`src/sv/qlt_pkg.sv`:
```
`default_nettype none

package qlt_pkg;

   localparam int BeatWidth   = 7;
   localparam int BarWidth    = 7;
   localparam int PhraseWidth = 16;
   localparam int TicksWidth  = 16;
   localparam int CsrIdxWidth = 2;
   localparam int CsrDataWidth = 16;
   localparam int LevelCount  = 9;

   // configuration register indexes
   localparam logic [CsrIdxWidth-1:0] CSR_BEATS_PER_BAR   = 2'd0;
   localparam logic [CsrIdxWidth-1:0] CSR_BARS_PER_PHRASE = 2'd1;
   localparam logic [CsrIdxWidth-1:0] CSR_PULSE_TICKS     = 2'd2;

   localparam logic [BeatWidth-1:0]   BEATS_PER_BAR_RST   = 7'd4;
   localparam logic [BarWidth-1:0]    BARS_PER_PHRASE_RST = 7'd8;
   localparam logic [TicksWidth-1:0]  PULSE_TICKS_RST     = 16'd48;

   typedef struct packed {
      logic clock_level;
      logic arm_button_a;
      logic arm_jack_a;
      logic bar_select_a;
      logic phrase_select_a;
      logic arm_button_b;
      logic arm_jack_b;
      logic bar_select_b;
      logic phrase_select_b;
   } req_payload_type;

   typedef struct packed {
      logic                   trigger_a;
      logic                   trigger_b;
      logic                   armed_a;
      logic                   armed_b;
      logic                   phrase_mode_a;
      logic                   phrase_mode_b;
      logic [BeatWidth-1:0]   beat_shown;
      logic [BarWidth-1:0]    bar_shown;
      logic [PhraseWidth-1:0] phrase_shown;
   } rsp_payload_type;

   // rising edges seen by one channel on one tick
   typedef struct packed {
      logic arm_button;
      logic arm_jack;
      logic bar_select;
      logic phrase_select;
   } ch_edge_type;

   // position of the current clock event within bar and phrase
   typedef struct packed {
      logic beat_one;
      logic bar_one;
   } beat_pos_type;

   typedef struct packed {
      logic trigger;
      logic armed;
      logic phrase_mode;
   } ch_status_type;

endpackage

`default_nettype wire

```
`src/sv/qlt_channel.sv`:
```
`default_nettype none

module qlt_channel (
   input  wire logic                            clock,
   input  wire logic                            reset,
   input  wire logic                            step,
   input  wire qlt_pkg::ch_edge_type            edges,
   input  wire qlt_pkg::beat_pos_type           pos,
   input  wire logic [qlt_pkg::TicksWidth-1:0]  pulse_ticks,
   output qlt_pkg::ch_status_type               status
);

   logic                           armed_ff, armed_in, armed_mid;
   logic                           mode_ff, mode_in;
   logic [qlt_pkg::TicksWidth-1:0] remaining_ff, remaining_in, remaining_mid;
   logic                           fire;

   always_comb begin
      // phrase select wins over bar select
      mode_in = mode_ff;
      if (edges.bar_select) begin
         mode_in = 1'b0;
      end
      if (edges.phrase_select) begin
         mode_in = 1'b1;
      end
      armed_mid = armed_ff | edges.arm_button | edges.arm_jack;
      fire      = armed_mid & pos.beat_one & (~mode_in | pos.bar_one);
      armed_in  = armed_mid & ~fire;

      remaining_mid = remaining_ff;
      if (fire && (pulse_ticks > remaining_ff)) begin
         remaining_mid = pulse_ticks;
      end
      status.trigger     = (remaining_mid != '0);
      status.armed       = armed_in;
      status.phrase_mode = mode_in;
      remaining_in = status.trigger ? remaining_mid - 1'b1 : remaining_mid;
   end

   always_ff @(posedge clock) begin
      if (reset) begin
         armed_ff     <= 1'b0;
         mode_ff      <= 1'b0;
         remaining_ff <= '0;
      end else if (step) begin
         armed_ff     <= armed_in;
         mode_ff      <= mode_in;
         remaining_ff <= remaining_in;
      end
   end

endmodule

`default_nettype wire

```
`src/sv/quantized_launch_trigger_unit.sv`:
```
`default_nettype none
// Path: an accepted item passes the input register, then the result register.
// Throughput: one item per cycle while rsp_stall is low; a result waiting under stall
//   still lets one more item sit in the input register.
// Reset (synchronous, active high) empties both registers, restores the
//   configuration defaults and clears channel, counter and edge state.

module quantized_launch_trigger_unit (
   input  wire logic                              clock,
   input  wire logic                              reset,
   input  wire logic                              req_valid,
   output logic                                   req_stall,
   input  wire qlt_pkg::req_payload_type          req_payload,
   output logic                                   rsp_valid,
   input  wire logic                              rsp_stall,
   output qlt_pkg::rsp_payload_type               rsp_payload,
   input  wire logic                              csr_write_enable,
   input  wire logic [qlt_pkg::CsrIdxWidth-1:0]   csr_index,
   input  wire logic [qlt_pkg::CsrDataWidth-1:0]  csr_data
);

   // configuration
   logic [qlt_pkg::BeatWidth-1:0]   beats_per_bar_ff;
   logic [qlt_pkg::BarWidth-1:0]    bars_per_phrase_ff;
   logic [qlt_pkg::TicksWidth-1:0]  pulse_ticks_ff;

   // input register
   logic                     in_valid_ff;
   qlt_pkg::req_payload_type in_item_ff;
   logic                     advance;

   // result register
   logic                     rsp_valid_ff;
   qlt_pkg::rsp_payload_type rsp_payload_ff, rsp_payload_in;

   // tick state
   logic [qlt_pkg::LevelCount-1:0]  prev_levels_ff, levels, edges;
   logic [qlt_pkg::BeatWidth-1:0]   beat_ff, beat_in, beat_disp_ff, beat_disp_in;
   logic [qlt_pkg::BarWidth-1:0]    bar_ff, bar_in, bar_disp_ff, bar_disp_in;
   logic [qlt_pkg::PhraseWidth-1:0] phrase_ff, phrase_in, phrase_disp_ff, phrase_disp_in;
   logic [qlt_pkg::BeatWidth:0]     beat_next;
   logic [qlt_pkg::BarWidth:0]      bar_next;
   logic                            beat;

   qlt_pkg::ch_edge_type   edges_a, edges_b;
   qlt_pkg::beat_pos_type  pos;
   qlt_pkg::ch_status_type status_a, status_b;

   // ---------------------------------------------------------------------
   // Handshake: the item in the input register moves on whenever the
   // result register is empty or its transfer completes this cycle.
   // ---------------------------------------------------------------------
   assign advance   = in_valid_ff & (~rsp_valid_ff | ~rsp_stall);
   assign req_stall = in_valid_ff & ~advance;
   assign rsp_valid   = rsp_valid_ff;
   assign rsp_payload = rsp_payload_ff;

   always_ff @(posedge clock) begin
      if (reset) begin
         in_valid_ff <= 1'b0;
      end else if (!req_stall) begin
         in_valid_ff <= req_valid;
      end
   end

   // payload register, no reset needed
   always_ff @(posedge clock) begin
      if (!req_stall && req_valid) begin
         in_item_ff <= req_payload;
      end
   end

   always_ff @(posedge clock) begin
      if (reset) begin
         rsp_valid_ff <= 1'b0;
      end else if (advance) begin
         rsp_valid_ff <= 1'b1;
      end else if (!rsp_stall) begin
         rsp_valid_ff <= 1'b0;
      end
   end

   always_ff @(posedge clock) begin
      if (advance) begin
         rsp_payload_ff <= rsp_payload_in;
      end
   end

   // ---------------------------------------------------------------------
   // Configuration writes; indexes beyond the list are dropped.
   // ---------------------------------------------------------------------
   always_ff @(posedge clock) begin
      if (reset) begin
         beats_per_bar_ff   <= qlt_pkg::BEATS_PER_BAR_RST;
         bars_per_phrase_ff <= qlt_pkg::BARS_PER_PHRASE_RST;
         pulse_ticks_ff     <= qlt_pkg::PULSE_TICKS_RST;
      end else if (csr_write_enable) begin
         case (csr_index)
            qlt_pkg::CSR_BEATS_PER_BAR: begin
               beats_per_bar_ff <= csr_data[qlt_pkg::BeatWidth-1:0];
            end
            qlt_pkg::CSR_BARS_PER_PHRASE: begin
               bars_per_phrase_ff <= csr_data[qlt_pkg::BarWidth-1:0];
            end
            qlt_pkg::CSR_PULSE_TICKS: begin
               pulse_ticks_ff <= csr_data[qlt_pkg::TicksWidth-1:0];
            end
            default: begin
            end
         endcase
      end
   end

   // ---------------------------------------------------------------------
   // Edge detection: a 0 to 1 change since the previous tick is an event.
   // The packed struct puts clock_level in the top bit.
   // ---------------------------------------------------------------------
   assign levels = in_item_ff;
   assign edges  = levels & ~prev_levels_ff;
   assign beat   = edges[qlt_pkg::LevelCount-1];

   always_comb begin
      edges_a.arm_button    = edges[7];
      edges_a.arm_jack      = edges[6];
      edges_a.bar_select    = edges[5];
      edges_a.phrase_select = edges[4];
      edges_b.arm_button    = edges[3];
      edges_b.arm_jack      = edges[2];
      edges_b.bar_select    = edges[1];
      edges_b.phrase_select = edges[0];
   end

   // firing looks at the counters before this tick's counting
   assign pos.beat_one = beat & (beat_ff == qlt_pkg::BeatWidth'(1));
   assign pos.bar_one  = (bar_ff == qlt_pkg::BarWidth'(1));

   qlt_channel u_channel_a (
      .clock       (clock),
      .reset       (reset),
      .step        (advance),
      .edges       (edges_a),
      .pos         (pos),
      .pulse_ticks (pulse_ticks_ff),
      .status      (status_a)
   );

   qlt_channel u_channel_b (
      .clock       (clock),
      .reset       (reset),
      .step        (advance),
      .edges       (edges_b),
      .pos         (pos),
      .pulse_ticks (pulse_ticks_ff),
      .status      (status_b)
   );

   // ---------------------------------------------------------------------
   // Beat, bar and phrase counting. Count one bit wider so a counter at the
   // top of its width returns to one instead of wrapping. The bar check
   // runs on every clock event, so a lowered limit takes effect at once.
   // ---------------------------------------------------------------------
   always_comb begin
      beat_in        = beat_ff;
      bar_in         = bar_ff;
      phrase_in      = phrase_ff;
      beat_disp_in   = beat_disp_ff;
      bar_disp_in    = bar_disp_ff;
      phrase_disp_in = phrase_disp_ff;
      beat_next      = {1'b0, beat_ff} + 1'b1;
      bar_next       = {1'b0, bar_ff};
      if (beat) begin
         beat_disp_in   = beat_ff;
         bar_disp_in    = bar_ff;
         phrase_disp_in = phrase_ff;
         if (beat_next > {1'b0, beats_per_bar_ff}) begin
            beat_in  = qlt_pkg::BeatWidth'(1);
            bar_next = {1'b0, bar_ff} + 1'b1;
         end else begin
            beat_in = beat_next[qlt_pkg::BeatWidth-1:0];
         end
         if (bar_next > {1'b0, bars_per_phrase_ff}) begin
            bar_in    = qlt_pkg::BarWidth'(1);
            phrase_in = phrase_ff + 1'b1;
         end else begin
            bar_in = bar_next[qlt_pkg::BarWidth-1:0];
         end
      end
   end

   always_ff @(posedge clock) begin
      if (reset) begin
         prev_levels_ff <= '0;
         beat_ff        <= qlt_pkg::BeatWidth'(1);
         bar_ff         <= qlt_pkg::BarWidth'(1);
         phrase_ff      <= qlt_pkg::PhraseWidth'(1);
         beat_disp_ff   <= '0;
         bar_disp_ff    <= qlt_pkg::BarWidth'(1);
         phrase_disp_ff <= qlt_pkg::PhraseWidth'(1);
      end else if (advance) begin
         prev_levels_ff <= levels;
         beat_ff        <= beat_in;
         bar_ff         <= bar_in;
         phrase_ff      <= phrase_in;
         beat_disp_ff   <= beat_disp_in;
         bar_disp_ff    <= bar_disp_in;
         phrase_disp_ff <= phrase_disp_in;
      end
   end

   // assemble the result of this tick
   always_comb begin
      rsp_payload_in.trigger_a     = status_a.trigger;
      rsp_payload_in.trigger_b     = status_b.trigger;
      rsp_payload_in.armed_a       = status_a.armed;
      rsp_payload_in.armed_b       = status_b.armed;
      rsp_payload_in.phrase_mode_a = status_a.phrase_mode;
      rsp_payload_in.phrase_mode_b = status_b.phrase_mode;
      rsp_payload_in.beat_shown    = beat_disp_in;
      rsp_payload_in.bar_shown     = bar_disp_in;
      rsp_payload_in.phrase_shown  = phrase_disp_in;
   end

endmodule

`default_nettype wire

```
`config.mk`:
```
export PLATFORM = sky130hd
export DESIGN_NAME = quantized_launch_trigger_unit
export DESIGN_NICKNAME = d
export VERILOG_FILES = /design/src/sv/qlt_pkg.sv /design/src/sv/qlt_channel.sv /design/src/sv/quantized_launch_trigger_unit.sv
export SDC_FILE = /design/constraint.sdc
export NUM_CORES = 1
export LEC_CHECK = 0
export ABC_AREA = 1
export ABC_CLOCK_PERIOD_IN_PS = 3900
export BUFFER_PORTS_ARGS = -buffer_cell sky130_fd_sc_hd__buf_2
export CAP_MARGIN = 40
export CORE_AREA = 2 2 119 167
export DETAILED_ROUTE_END_ITERATION = 12
export DIE_AREA = 0 0 121 169
export PLACE_DENSITY = 0.8
export SLEW_MARGIN = 20
export SYNTH_ARGS = -nofsm -noshare
export SYNTH_HDL_FRONTEND = slang
export SYNTH_SLANG_ARGS = --single-unit
```
`constraint.sdc`:
```
create_clock -name clock -period 3.9 [get_ports clock]
set_clock_uncertainty 0.2 [all_clocks]
set_input_delay 0.585 -clock clock [delete_from_list [all_inputs] [get_ports clock]]
set_output_delay 0.585 -clock clock [all_outputs]
set_load 0.05 [all_outputs]
```
==> reports/qor.yml, run 1 <==
synth:
  ys_top_cells_by_count: "nand2_1, inv_1, o21ai_0"
  synth-edff-count: 45
  synth_seq_cells: 182
  yosys.cell_count.top_type: "nand2_1"
  synth.distinct_cells: 39
  ys_seq_area_frac: 0.3971
  synth_area_sq_mm: 0.01031
  netlist.area_leader.share: 0.2660
  synthTopCellsByArea: "dfxtp_1, edfxtp_1, nand2_1, o21ai_0, ha_1"
  syn_inst: 1415
  synth_top_area_cell: "dfxtp_1"
  syn_avg_cell_area_sq_um: 7.286
  async_reset_ff_frac: 0
  ys_warn_count: 0
  yosys_most_used_dff: "dfxtp_1"
  syn_nets: 1502
timing:
  hold_viol: 0
  period_needed_ns: 4.284
  finalSetupViolations: 23
  drv_slew: 0
  final.setup.worst_slack_ns: -0.3842
  clock.fmax_ghz: 0.2334
  rsz0062_at_grt: "true"
  max-slew-margin-rel: 0.4884
  tightest_slew_ns: 0.7653
  fin_crit_sh: 1.099
critical_path:
  required_ns: 4.05
  slowest_stage: "dfxtp_4"
  arrival_ns: 4.43
  r2r_cells: 27
  worst_path_largest_cell_delay_ns: 0.39
  rr_endpoint: "bar_ff[6]$_SDFFE_PP0P_"
  r2r_setup_slack_ns: -0.38
  critPathBufInv: 7
  cp-end-kind: "flip-flop"
  cp_top_family: "compound AO/OA/AOI/OAI gates"
  cp_max_fo: 5
  crit_type: "flip-flop to flip-flop"
  rr_startpoint: "beat_ff[0]$_SDFFE_PP1P_"
  cp-start-kind: "flip-flop"
layout:
  design_area_sq_mm: 0.01204
  drive_above_1_share: 0.1884
  fill_cells: 1632
  diodes: 0
  syn_to_final_growth_pct: 16.81
  utilization: 0.6341
  final_nets: 1592
worst_hold_path:
  hold_class: "input pin to flip-flop"
  hold_path_depth: 1
  min-delay-start: "req_payload[5]"
  worstHoldEndpoint: "in_item_ff[5]$_DFFE_PP_"
detailed_routing:
  num_vias: 9787
  first_pass_iters: 6
  wl_per_cell_um: 15.67
  ant_nets: 0
  drc_errors: 0
  wl_um: 27670
  drtIter0Drc: 879
  via_per_inst: 5.542
die:
  core_sq_mm: 0.01899
  dieWidth_um: 121
  ios: 70
  rows: 60
  dieArea_sq_mm: 0.02045
  initial_core_util: 0.5428
  die_h_um: 169
global_route:
  grt_pass1_vias: 9318
  antenna_found_initial: 0
  grt_pass1_wl_um: 44350
  grt_overflow: 0
  grt_max_degree: 165
  grt_usage: 0.2690
placed_design:
  gp_congestion: 0.9407
  port_buffers: 69
  place_hpwl_um: 18270
  placed_cell_area_sq_mm: 0.01105
outcome:
  violations: "setup timing"
  status: "finished with violations"
clock_tree:
  cts_sinks: 182
  cts_buffers: 17
  cts_tree: "done"
  cts-root-buf: "clkbuf_16"
  h-tree-depth: 4
  clock_latency_ns: 0.44
  cts_buffer_depth: 2
  clk_pin_slew_ns: 0.07
pwr:
  power.density_mw_per_mm2: 448.1
  cellLeakagePower_nw: 5.583
  irDropWorstVdd_mv: 0.3107
flow_run:
  drv_cap: 0
through the flow:
step	total power [mW]	setup slack [ns]	TNS (ns)	hold slack, ns	instances
after CTS	5.350	-0.1283	-1.697	0.1183	1762
after global placement	3.613	-0.09988	-1.472	0.2384	1718
final	5.396	-0.3842	-6.666	0.1250	1766
after detailed placement	3.651	-0.3524	-6.234	0.2454	1718
after global routing	5.678	-0.5862	-10.87	0.1170	1766
after floorplan	3.293	0.02065	0	0.2292	1415
cells by family (layout without fill, tap and decap cells):
family,Yosys count,count (layout),synth area share
compound gates,298,298,0.1493
xor+xnor,33,33,0.02803
fa+ha+maj,55,55,0.06675
buf+inv,232,335,0.08859
flops,182,182,0.3971
simple gates,615,615,0.2703
placed cells by master, fill, tap and decap left out, types with 4 or more instances in the layout:
cell type / Yosys / final
nand2_1: 332 / 322
inv_1: 170 / 163
dfxtp_1: 137 / 134
o21ai_0: 138 / 133
a21oi_1: 135 / 130
nand3_1: 101 / 100
nor2_1: 72 / 69
buf_2: 7 / 69
buf_4: 3 / 49
ha_1: 55 / 47
edfxtp_1: 45 / 45
or2_2: 28 / 28
nand2_2: 17 / 25
xor2_1: 27 / 24
clkbuf_16: 0 / 19
nor2_2: 17 / 17
nor3_1: 16 / 14
inv_2: 8 / 12
nand4_1: 12 / 12
nor2_4: 6 / 9
a31oi_1: 8 / 8
o21ai_1: 4 / 7
ha_4: 0 / 7
a21oi_2: 1 / 6
xnor2_1: 6 / 6
nand2_4: 3 / 5
o211ai_1: 5 / 5
a21o_1: 4 / 4
nor4_1: 4 / 4
inv_8: 0 / 4
inv_6: 0 / 4
worst register-to-register path, stage by stage, from the launching register on:
cell      delay [ns]
dfxtp_4         0.39
inv_4           0.05
nor3_4          0.19
buf_4           0.15
xor2_1          0.15
inv_1           0.11
ha_4            0.28
nand2_2         0.06
o21ai_1         0.14
nand2_1         0.07
a32o_2          0.30
nand2_4         0.13
inv_4           0.06
o21ai_4         0.19
ha_4            0.23
inv_2           0.05
o21bai_1        0.07
a21o_1          0.20
a21oi_2         0.12
o21ai_1         0.07
a21o_1          0.20
o21ai_2         0.07
nand2_2         0.09
buf_4           0.15
nor2_4          0.09
buf_6           0.13
nand2_1         0.06
a21oi_1         0.19
what timing repair did:
item,CTS,global route
buffers inserted,11,2
pin swaps,23,26
hold buffers,0,0
endpoints found under the setup margin,23,23
cloned,1,1
gates resized for setup,38,27
power by group:
part | switching [mW] | total, mW | internal, mW | leakage [nW]
clock | 0.806 | 1.69 | 0.882 | 0.276
sequential | 0.0704 | 2.13 | 2.06 | 1.55
combinational | 1.05 | 1.58 | 0.530 | 3.76
routing by layer:
layer / vias up / global-route usage / routed length (um)
met4: 0 / 0.1400 / 1265
met2: 340 / 0.4763 / 14290
li1: 4811 / - / -
met3: 90 / 0.03908 / 1282
met1: 4546 / 0.3108 / 10830
met5: - / 0 / 0
layout make-up:
class	count	area (sq um)	area share
clock inverter	11	105.1	0.008727
clock buffer	21	461.7	0.03834
timing repair buffer	124	827.0	0.06868
tap	248	310.3	0.02577
inverter	178	676.9	0.05621
multi-input combinational	1001	5552	0.4610
timing repair inverter	1	7.507	0.0006234
sequential	182	4103	0.3407
worst max-delay path by stage:
| stage | startpoint | endpoint | slack, ns | depth (start not counted) |
|---|---|---|---|---|
| after CTS | beat_ff[1]$_SDFFE_PP0P_ | phrase_ff[0]$_SDFFE_PP1P_ | -0.13 | 25 |
| after detailed placement | beat_ff[0]$_SDFFE_PP1P_ | phrase_ff[15]$_SDFFE_PP0P_ | -0.35 | 25 |
| after global routing | beat_ff[0]$_SDFFE_PP1P_ | bar_ff[6]$_SDFFE_PP0P_ | -0.59 | 27 |
| after global placement | beat_ff[0]$_SDFFE_PP1P_ | phrase_ff[5]$_SDFFE_PP0P_ | -0.1 | 25 |
| after floorplan | beat_ff[0]$_SDFFE_PP1P_ | phrase_ff[0]$_SDFFE_PP1P_ | 0.02 | 28 |
| final | beat_ff[0]$_SDFFE_PP1P_ | bar_ff[6]$_SDFFE_PP0P_ | -0.38 | 27 |
flip-flops by register name, summed over array words and instances, names as in the netlist, 9 cells and up:
signal and count:
phrase_disp_ff 16, pulse_ticks_ff 16, prev_levels_ff 9, phrase_ff 16
u_channel_a.remaining_ff 16, u_channel_b.remaining_ff 16, rsp_payload 36, in_item_ff 9
(Power assumes the default switching activity.)
==> inputs of run 2 (changes only) <==
--- a/config.mk
+++ b/config.mk
@@ -9,10 +9,11 @@
 export ABC_CLOCK_PERIOD_IN_PS = 3900
 export BUFFER_PORTS_ARGS = -buffer_cell sky130_fd_sc_hd__buf_2
 export CAP_MARGIN = 40
-export CORE_AREA = 2 2 119 167
+export CORE_AREA = 2 2 117 165
+export CTS_BUF_LIST = sky130_fd_sc_hd__clkbuf_8
 export DETAILED_ROUTE_END_ITERATION = 12
-export DIE_AREA = 0 0 121 169
-export PLACE_DENSITY = 0.8
+export DIE_AREA = 0 0 119 167
+export PLACE_DENSITY = 0.82
 export SLEW_MARGIN = 20
 export SYNTH_ARGS = -nofsm -noshare
 export SYNTH_HDL_FRONTEND = slang
==> run 2 against run 1 <==
  * The flow still finishes with violations (setup timing)
  * Via count decreased by 2.1%
  * Wire length decreased by 4.8%
  * Largest cell class unchanged
  * Critical path type unchanged
  * Flip-flop and latch count unchanged
  * Non-clock buffer count decreased by 6
==> reports/qor.yml, run 2 (synthesized netlist as in run 1, its figures left out) <==
outcome:
  status: "finished with violations"
  violations: "setup timing"
global_route:
  grt_pass1_vias: 9395  # +0.83%
  grt_util_met3: 0.04418  # +0.005095
  grt_overflow: 0  # unchanged
  busiest_layer: "met2"
  grt_pass1_wl_um: 43410  # -2.1%
  grtUsageMet2: 0.4795  # +0.003203
  grt_max_degree: 164  # -0.61%
  grt_usage: 0.2685  # -0.0004937
  grtUsageMet1: 0.3038  # -0.007018
  antenna_found_initial: 0  # unchanged
timing:
  fin_crit_sh: 1.043  # -0.05515
  hold_viol: 0  # unchanged
  finalSetupViolations: 22  # -4.3%
  drv_slew: 0  # unchanged
  max-slew-margin-rel: 0.5374  # +0.04899
  period_needed_ns: 4.069  # -0.2151 ns
  clock.fmax_ghz: 0.2458  # +5.3%
  tightest_slew_ns: 0.6932  # -0.07210 ns
  finalSetupTns_ns: -2.462  # +4.204 ns
  fin_hold_ws_ns: 0.06342  # -0.06163 ns
  rsz0062_at_grt: "true"
  final.setup.worst_slack_ns: -0.1691  # +0.2151 ns
pwr:
  irDropWorstVdd_mv: 0.2673  # -14%
  internal_power_mw: 3.102  # -11%
  combPwrFrac: 0.310  # +0.017
  p_sw_mw: 1.873  # -2.9%
  p_sw_frac: 0.3765  # +0.01911
  power_mw: 4.976  # -7.8%
  pwr-share-clk: 0.263  # -0.050
  cellLeakagePower_nw: 5.458  # -2.2%
  p_seq_frac: 0.427  # +0.033
  power.density_mw_per_mm2: 426.5  # -4.8%
die:
  core_sq_mm: 0.01838  # -3.2%
  dieArea_sq_mm: 0.01987  # -2.8%
  dieWidth_um: 119  # -1.7%
  die_h_um: 167  # -1.2%
  rows: 59  # -1.7%
  initial_core_util: 0.5609  # +0.01807
  ios: 70  # unchanged
detailed_routing:
  num_vias: 9579  # -2.1%
  wl_per_cell_um: 15.00  # -4.2%
  first_pass_iters: 5  # -1
  drtIter0Drc: 581  # -34%
  drc_errors: 0  # unchanged
  ant_nets: 0  # unchanged
  wl_um: 26330  # -4.8%
  via_per_inst: 5.458  # -1.5%
placed_design:
  gp_congestion: 0.9367  # -0.43%
  place_hpwl_um: 18240  # -0.19%
  place_ws_ns: -0.2607  # +0.09175 ns
  placed_cell_area_sq_mm: 0.01106  # +0.14%
  post-place-cells: 1715  # -0.17%
  port_buffers: 69  # unchanged
layout:
  final_common_cell: "nand2_1"
  largest_register_ffs: 36  # unchanged
  diodes: 0  # unchanged
  instances_no_fill: 1755  # -0.62%
  drive_above_1_share: 0.1747  # -0.01369
  mostFrequentLayoutCells: "nand2_1, inv_1, dfxtp_1, a21oi_1, o21ai_0"
  design_area_sq_mm: 0.01167  # -3.1%
  syn_to_final_growth_pct: 13.16
  utilization: 0.6347  # about the same
  final_nets: 1585  # -0.44%
critical_path:
  cp_max_fo: 8  # +3
  required_ns: 4.07  # +0.02 ns
  crit_type: "flip-flop to flip-flop"
  cp-end-kind: "flip-flop"
  arrival_ns: 4.24  # -0.19 ns
  cp-start-kind: "flip-flop"
clock_tree:
  cts_tree: "done"
  hold_buffers: 0  # unchanged
  clock_latency_ns: 0.49  # +0.05 ns
  clk_pin_slew_ns: 0.11  # +0.04 ns
  h-tree-depth: 4  # unchanged
  cts-root-buf: "clkbuf_8"
  cts_sinks: 182  # unchanged
  cts_buffers: 17  # unchanged
  cts_buffer_depth: 2  # unchanged
flow_run:
  drv_cap: 0  # unchanged
worst_hold_path:
  hold_class: "input pin to flip-flop"
## run 2: cell types whose count changed in the layout (fill, tap and decap cells not counted), moves of 3 or more
cell	change
clkbuf_8	+17
ha_1	+6
a21oi_1	+3
clkbuf_16	-19
a21oi_2	-3
buf_4	-7
ha_4	-5
clkbuf_1	-3
## run 2: timing repair
action / in CTS / in global routing
gates cloned: 0 / 1
setup endpoints to repair: 22 / 23
pin swaps: 9 / 13
resized for setup: 33 / 13
setup buffers: 5 / 2
## run 2: worst paths after layout
kind	from	endpoint	slack (ns)	depth (start not counted)
min	req_payload[8]	in_item_ff[8]$_DFFE_PP_	0.06	1
max reg2reg	beat_ff[1]$_SDFFE_PP0P_	phrase_ff[7]$_SDFFE_PP0P_	-0.17	25
max	beat_ff[1]$_SDFFE_PP0P_	phrase_ff[7]$_SDFFE_PP0P_	-0.17	25
min reg2reg	prev_levels_ff[4]$_SDFFE_PP0P_	prev_levels_ff[4]$_SDFFE_PP0P_	0.26	2
## run 2: critical path, stage by stage, from the launching register on
cell        delay, ns
dfxtp_4          0.39
inv_4            0.04
nor3_4           0.20
nand2_1          0.08
nor2_2           0.13
xor2_1           0.20
ha_1             0.28
and3_4           0.18
nand2_1          0.06
a32o_2           0.22
nand2_4          0.10
nand2_2          0.08
xor2_1           0.15
inv_1            0.08
ha_1             0.31
a21o_1           0.19
a21oi_2          0.15
o21ai_1          0.07
a21o_1           0.15
o21ai_1          0.07
nand2_1          0.11
nand2_4          0.11
clkinvlp_4       0.14
buf_6            0.16
nand2_1          0.06
a21oi_1          0.05
## run 2: final cells by class
type                       count  area (sq um)
tap                          244         305.3
timing repair buffer         118         759.5
multi-input combinational   1001          5426
clock inverter                15         161.4
clock buffer                  17         234.0
inverter                     178         676.9
fill                        1581          6715
sequential                   182          4103
## run 2: per-layer routing
metal,part of all wire,wire length (um)
met1,0.40,10560
met2,0.52,13570
met3,0.040,1065
met4,0.043,1132
met5,0,0
## run 2: power groups by stage
| stage | Sequential [mW] | Clock, mW | Combinational [mW] |
|---|---|---|---|
| 2_1_floorplan | 2.22 | 0 | 1.07 |
| 3_3_place_gp | 2.16 | 0 | 1.45 |
| 3_5_place_dp | 2.16 | 0 | 1.49 |
| 4_1_cts | 2.12 | 1.33 | 1.51 |
| 5_1_grt | 2.14 | 1.40 | 1.73 |
| 6_report | 2.12 | 1.31 | 1.54 |
==> inputs of run 3 (changes only) <==
--- a/config.mk
+++ b/config.mk
@@ -14,6 +14,7 @@
 export DETAILED_ROUTE_END_ITERATION = 12
 export DIE_AREA = 0 0 119 167
 export PLACE_DENSITY = 0.82
+export SETUP_SLACK_MARGIN = 0.15
 export SLEW_MARGIN = 20
 export SYNTH_ARGS = -nofsm -noshare
 export SYNTH_HDL_FRONTEND = slang
==> run 3 against run 2 <==
  * The run still ends with setup timing left
  * Worst hold slack better by 0.018 ns
  * Flip-flop and latch count stayed put
  * Maximum frequency down 6.1%
  * Cell area rose by 1.3%
  * Critical path depth fell by 1
  * Cell count grew 0.28%
==> reports/qor.yml, run 3 (synthesized netlist as in run 1, its figures left out) <==
outcome:
  status: "finished with violations"
  violations: "setup timing"
clock_tree:
  clock_latency_ns: 0.47  # -0.02 ns
  cts_buffer_depth: 2  # unchanged
  cts-root-buf: "clkbuf_8"
  hold_buffers: 0  # unchanged
  cts_buffers: 17  # unchanged
  cts_tree: "done"
  h-tree-depth: 4  # unchanged
  cts_sinks: 182  # unchanged
  clk_pin_slew_ns: 0.10  # about the same
critical_path:
  required_ns: 4.09  # +0.02 ns
  crit_top_cell: "nand2_2"
  slowest_stage: "dfxtp_4"
  cp_top_family: "compound AO/OA/AOI/OAI gates"
  cp_max_fo: 8  # unchanged
  cp-end-kind: "flip-flop"
  critPathBufInv: 3  # -1
  worst_path_largest_cell_delay_ns: 0.40  # about the same
  arrival_ns: 4.52  # +0.28 ns
  crit_type: "flip-flop to flip-flop"
  cp-start-kind: "flip-flop"
  path_cells: "inv_4 > nor3_4 > nand2_2 > nor2_4 > xor2_2 > ha_1 > and3_4 > nand2_2 > a32o_2 > nand2_4 > buf_8 > xor2_4 > ha_2 > o21bai_4 > a21o_1 > a21oi_2 > o21ai_1 > a21o_1 > o21ai_2 > nand2_2 > nor2_1 > buf_4 > nand2_2 > a21oi_1"
die:
  rows: 59  # unchanged
  core_sq_mm: 0.01838  # unchanged
  initial_core_util: 0.5609  # unchanged
  ios: 70  # unchanged
  die_h_um: 167  # unchanged
  dieArea_sq_mm: 0.01987  # unchanged
  dieWidth_um: 119  # unchanged
global_route:
  grt_overflow: 0  # unchanged
  antenna_found_initial: 0  # unchanged
  grt_pass1_wl_um: 43690  # +0.65%
  grt_pass1_vias: 9230  # -1.8%
  grt_usage: 0.2707  # +0.002218
  grt_max_degree: 165  # +0.61%
detailed_routing:
  drc_errors: 0  # unchanged
  num_vias: 9821  # +2.5%
  wl_per_cell_um: 15.90  # +6.0%
  via_per_inst: 5.580  # +2.2%
  first_pass_iters: 6  # +1
  drtIter0Drc: 666  # +15%
  ant_nets: 0  # unchanged
  wl_um: 27990  # +6.3%
pwr:
  pwr-share-clk: 0.254  # -0.009
  combPwrFrac: 0.315  # +0.005
  irDropWorstVdd_mv: 0.3010  # +13%
  power_mw: 4.947  # -0.56%
  p_sw_mw: 1.887  # +0.73%
  p_seq_frac: 0.430  # +0.003
  p_sw_frac: 0.3814  # +0.004910
  power.density_mw_per_mm2: 418.7  # -1.8%
  internal_power_mw: 3.061  # -1.3%
  cellLeakagePower_nw: 5.505  # +0.85%
layout:
  design_area_sq_mm: 0.01182  # +1.3%
  final_nets: 1590  # +0.32%
  utilization: 0.6428  # +0.008169
  diodes: 0  # unchanged
  largest_register_ffs: 36  # unchanged
  mostFrequentLayoutCells: "nand2_1, inv_1, dfxtp_1, o21ai_0, a21oi_1"
  syn_to_final_growth_pct: 14.61
  instances_no_fill: 1760  # +0.28%
  drive_above_1_share: 0.1946  # +0.01987
  final_common_cell: "nand2_1"
worst_hold_path:
  hold_class: "input pin to flip-flop"
timing:
  clock.fmax_ghz: 0.2308  # -6.1%
  tightest_slew_ns: 0.7283  # +0.03511 ns
  final.setup.worst_slack_ns: -0.4324  # -0.2633 ns
  rsz0062_at_grt: "true"
  period_needed_ns: 4.332  # +0.2633 ns
  fin_crit_sh: 1.111  # +0.06752
  hold_viol: 0  # unchanged
  finalSetupViolations: 23  # +4.5%
  drv_slew: 0  # unchanged
  max-slew-margin-rel: 0.5140  # -0.02343
placed_design:
  placed_cell_area_sq_mm: 0.01097  # -0.88%
  port_buffers: 69  # unchanged
  place_ws_ns: -0.1866  # +0.07410 ns
  place_hpwl_um: 18480  # +1.3%
  gp_congestion: 0.9340  # -0.29%
  post-place-cells: 1702  # -0.76%
flow_run:
  drv_cap: 0  # unchanged
==> run 3: changes by cell type in the layout (fill, tap and decap cells not counted), moves of 2 or more <==
cell	change
buf_4	+6
a21oi_1	-6
clkinv_1	-2
inv_6	+5
nand2_4	+2
clkinv_4	-2
a21oi_2	+6
buf_12	-2
nand2_2	+10
xor2_1	-2
ha_1	-2
inv_8	-2
nand2_1	-12
buf_8	+2
==> run 3: power by group through the flow <==
stage / Combinational (mW) / Sequential (mW) / Clock (mW)
floorplan: 1.07 / 2.23 / 0
global placement: 1.44 / 2.17 / 0
detailed placement: 1.46 / 2.17 / 0
CTS: 1.50 / 2.13 / 1.27
global route: 1.74 / 2.14 / 1.35
finish: 1.56 / 2.13 / 1.26
==> run 3: stage by stage <==
step           setup TNS (ns)  hold WS (ns)
2_1_floorplan               0        0.2292
3_3_place_gp                0        0.2367
3_5_place_dp           -2.674        0.2418
4_1_cts              -0.06779       0.06601
5_1_grt                -11.90       0.05991
6_report               -8.207       0.08151
==> run 3: area by class of cell <==
cell class	count	area [sq um]
clock buffers	18	247.7
clock inverters	14	127.6
fillers	1553	6565
inverters	178	678.2
multi-input cells	1001	5564
flip-flops and latches	182	4104
well taps	244	305.3
repair buffers	123	789.5
==> run 3: worst reg2reg max path, cell delays in order, from the launching register on <==
cell,delay (ns)
dfxtp_4,0.40
inv_4,0.05
nor3_4,0.24
nand2_2,0.11
nor2_4,0.16
xor2_2,0.10
ha_1,0.32
and3_4,0.19
nand2_2,0.05
a32o_2,0.29
nand2_4,0.10
buf_8,0.13
xor2_4,0.16
ha_2,0.27
o21bai_4,0.09
a21o_1,0.20
a21oi_2,0.16
o21ai_1,0.10
a21o_1,0.22
o21ai_2,0.08
nand2_2,0.10
nor2_1,0.14
buf_4,0.18
nand2_2,0.06
a21oi_1,0.16
==> run 3: what timing repair did <==
item	CTS	global route
pin swaps	19	27
setup endpoints to repair	23	23
hold endpoints to repair	0	0
gates resized for setup	33	42
buffers inserted	19	6
cloned	1	0
==> run 3: path summary, 6_finish.rpt <==
path         cells past startpoint                        endpoint                           start  slack (ns)
min                              1         in_item_ff[3]$_DFFE_PP_                  req_payload[3]        0.08
max reg2reg                     24          bar_ff[3]$_SDFFE_PP0P_         beat_ff[1]$_SDFFE_PP0P_       -0.43
min reg2reg                      2  prev_levels_ff[4]$_SDFFE_PP0P_  prev_levels_ff[4]$_SDFFE_PP0P_        0.26
max                             24          bar_ff[3]$_SDFFE_PP0P_         beat_ff[1]$_SDFFE_PP0P_       -0.43
==> run 3: routing by layer <==
metal,track usage,vias up,part of all wire
met5,0,-,0
met4,0.1330,0,0.049
met3,0.03973,99,0.044
met2,0.4850,343,0.51
met1,0.3122,4572,0.40
li1,-,4807,-
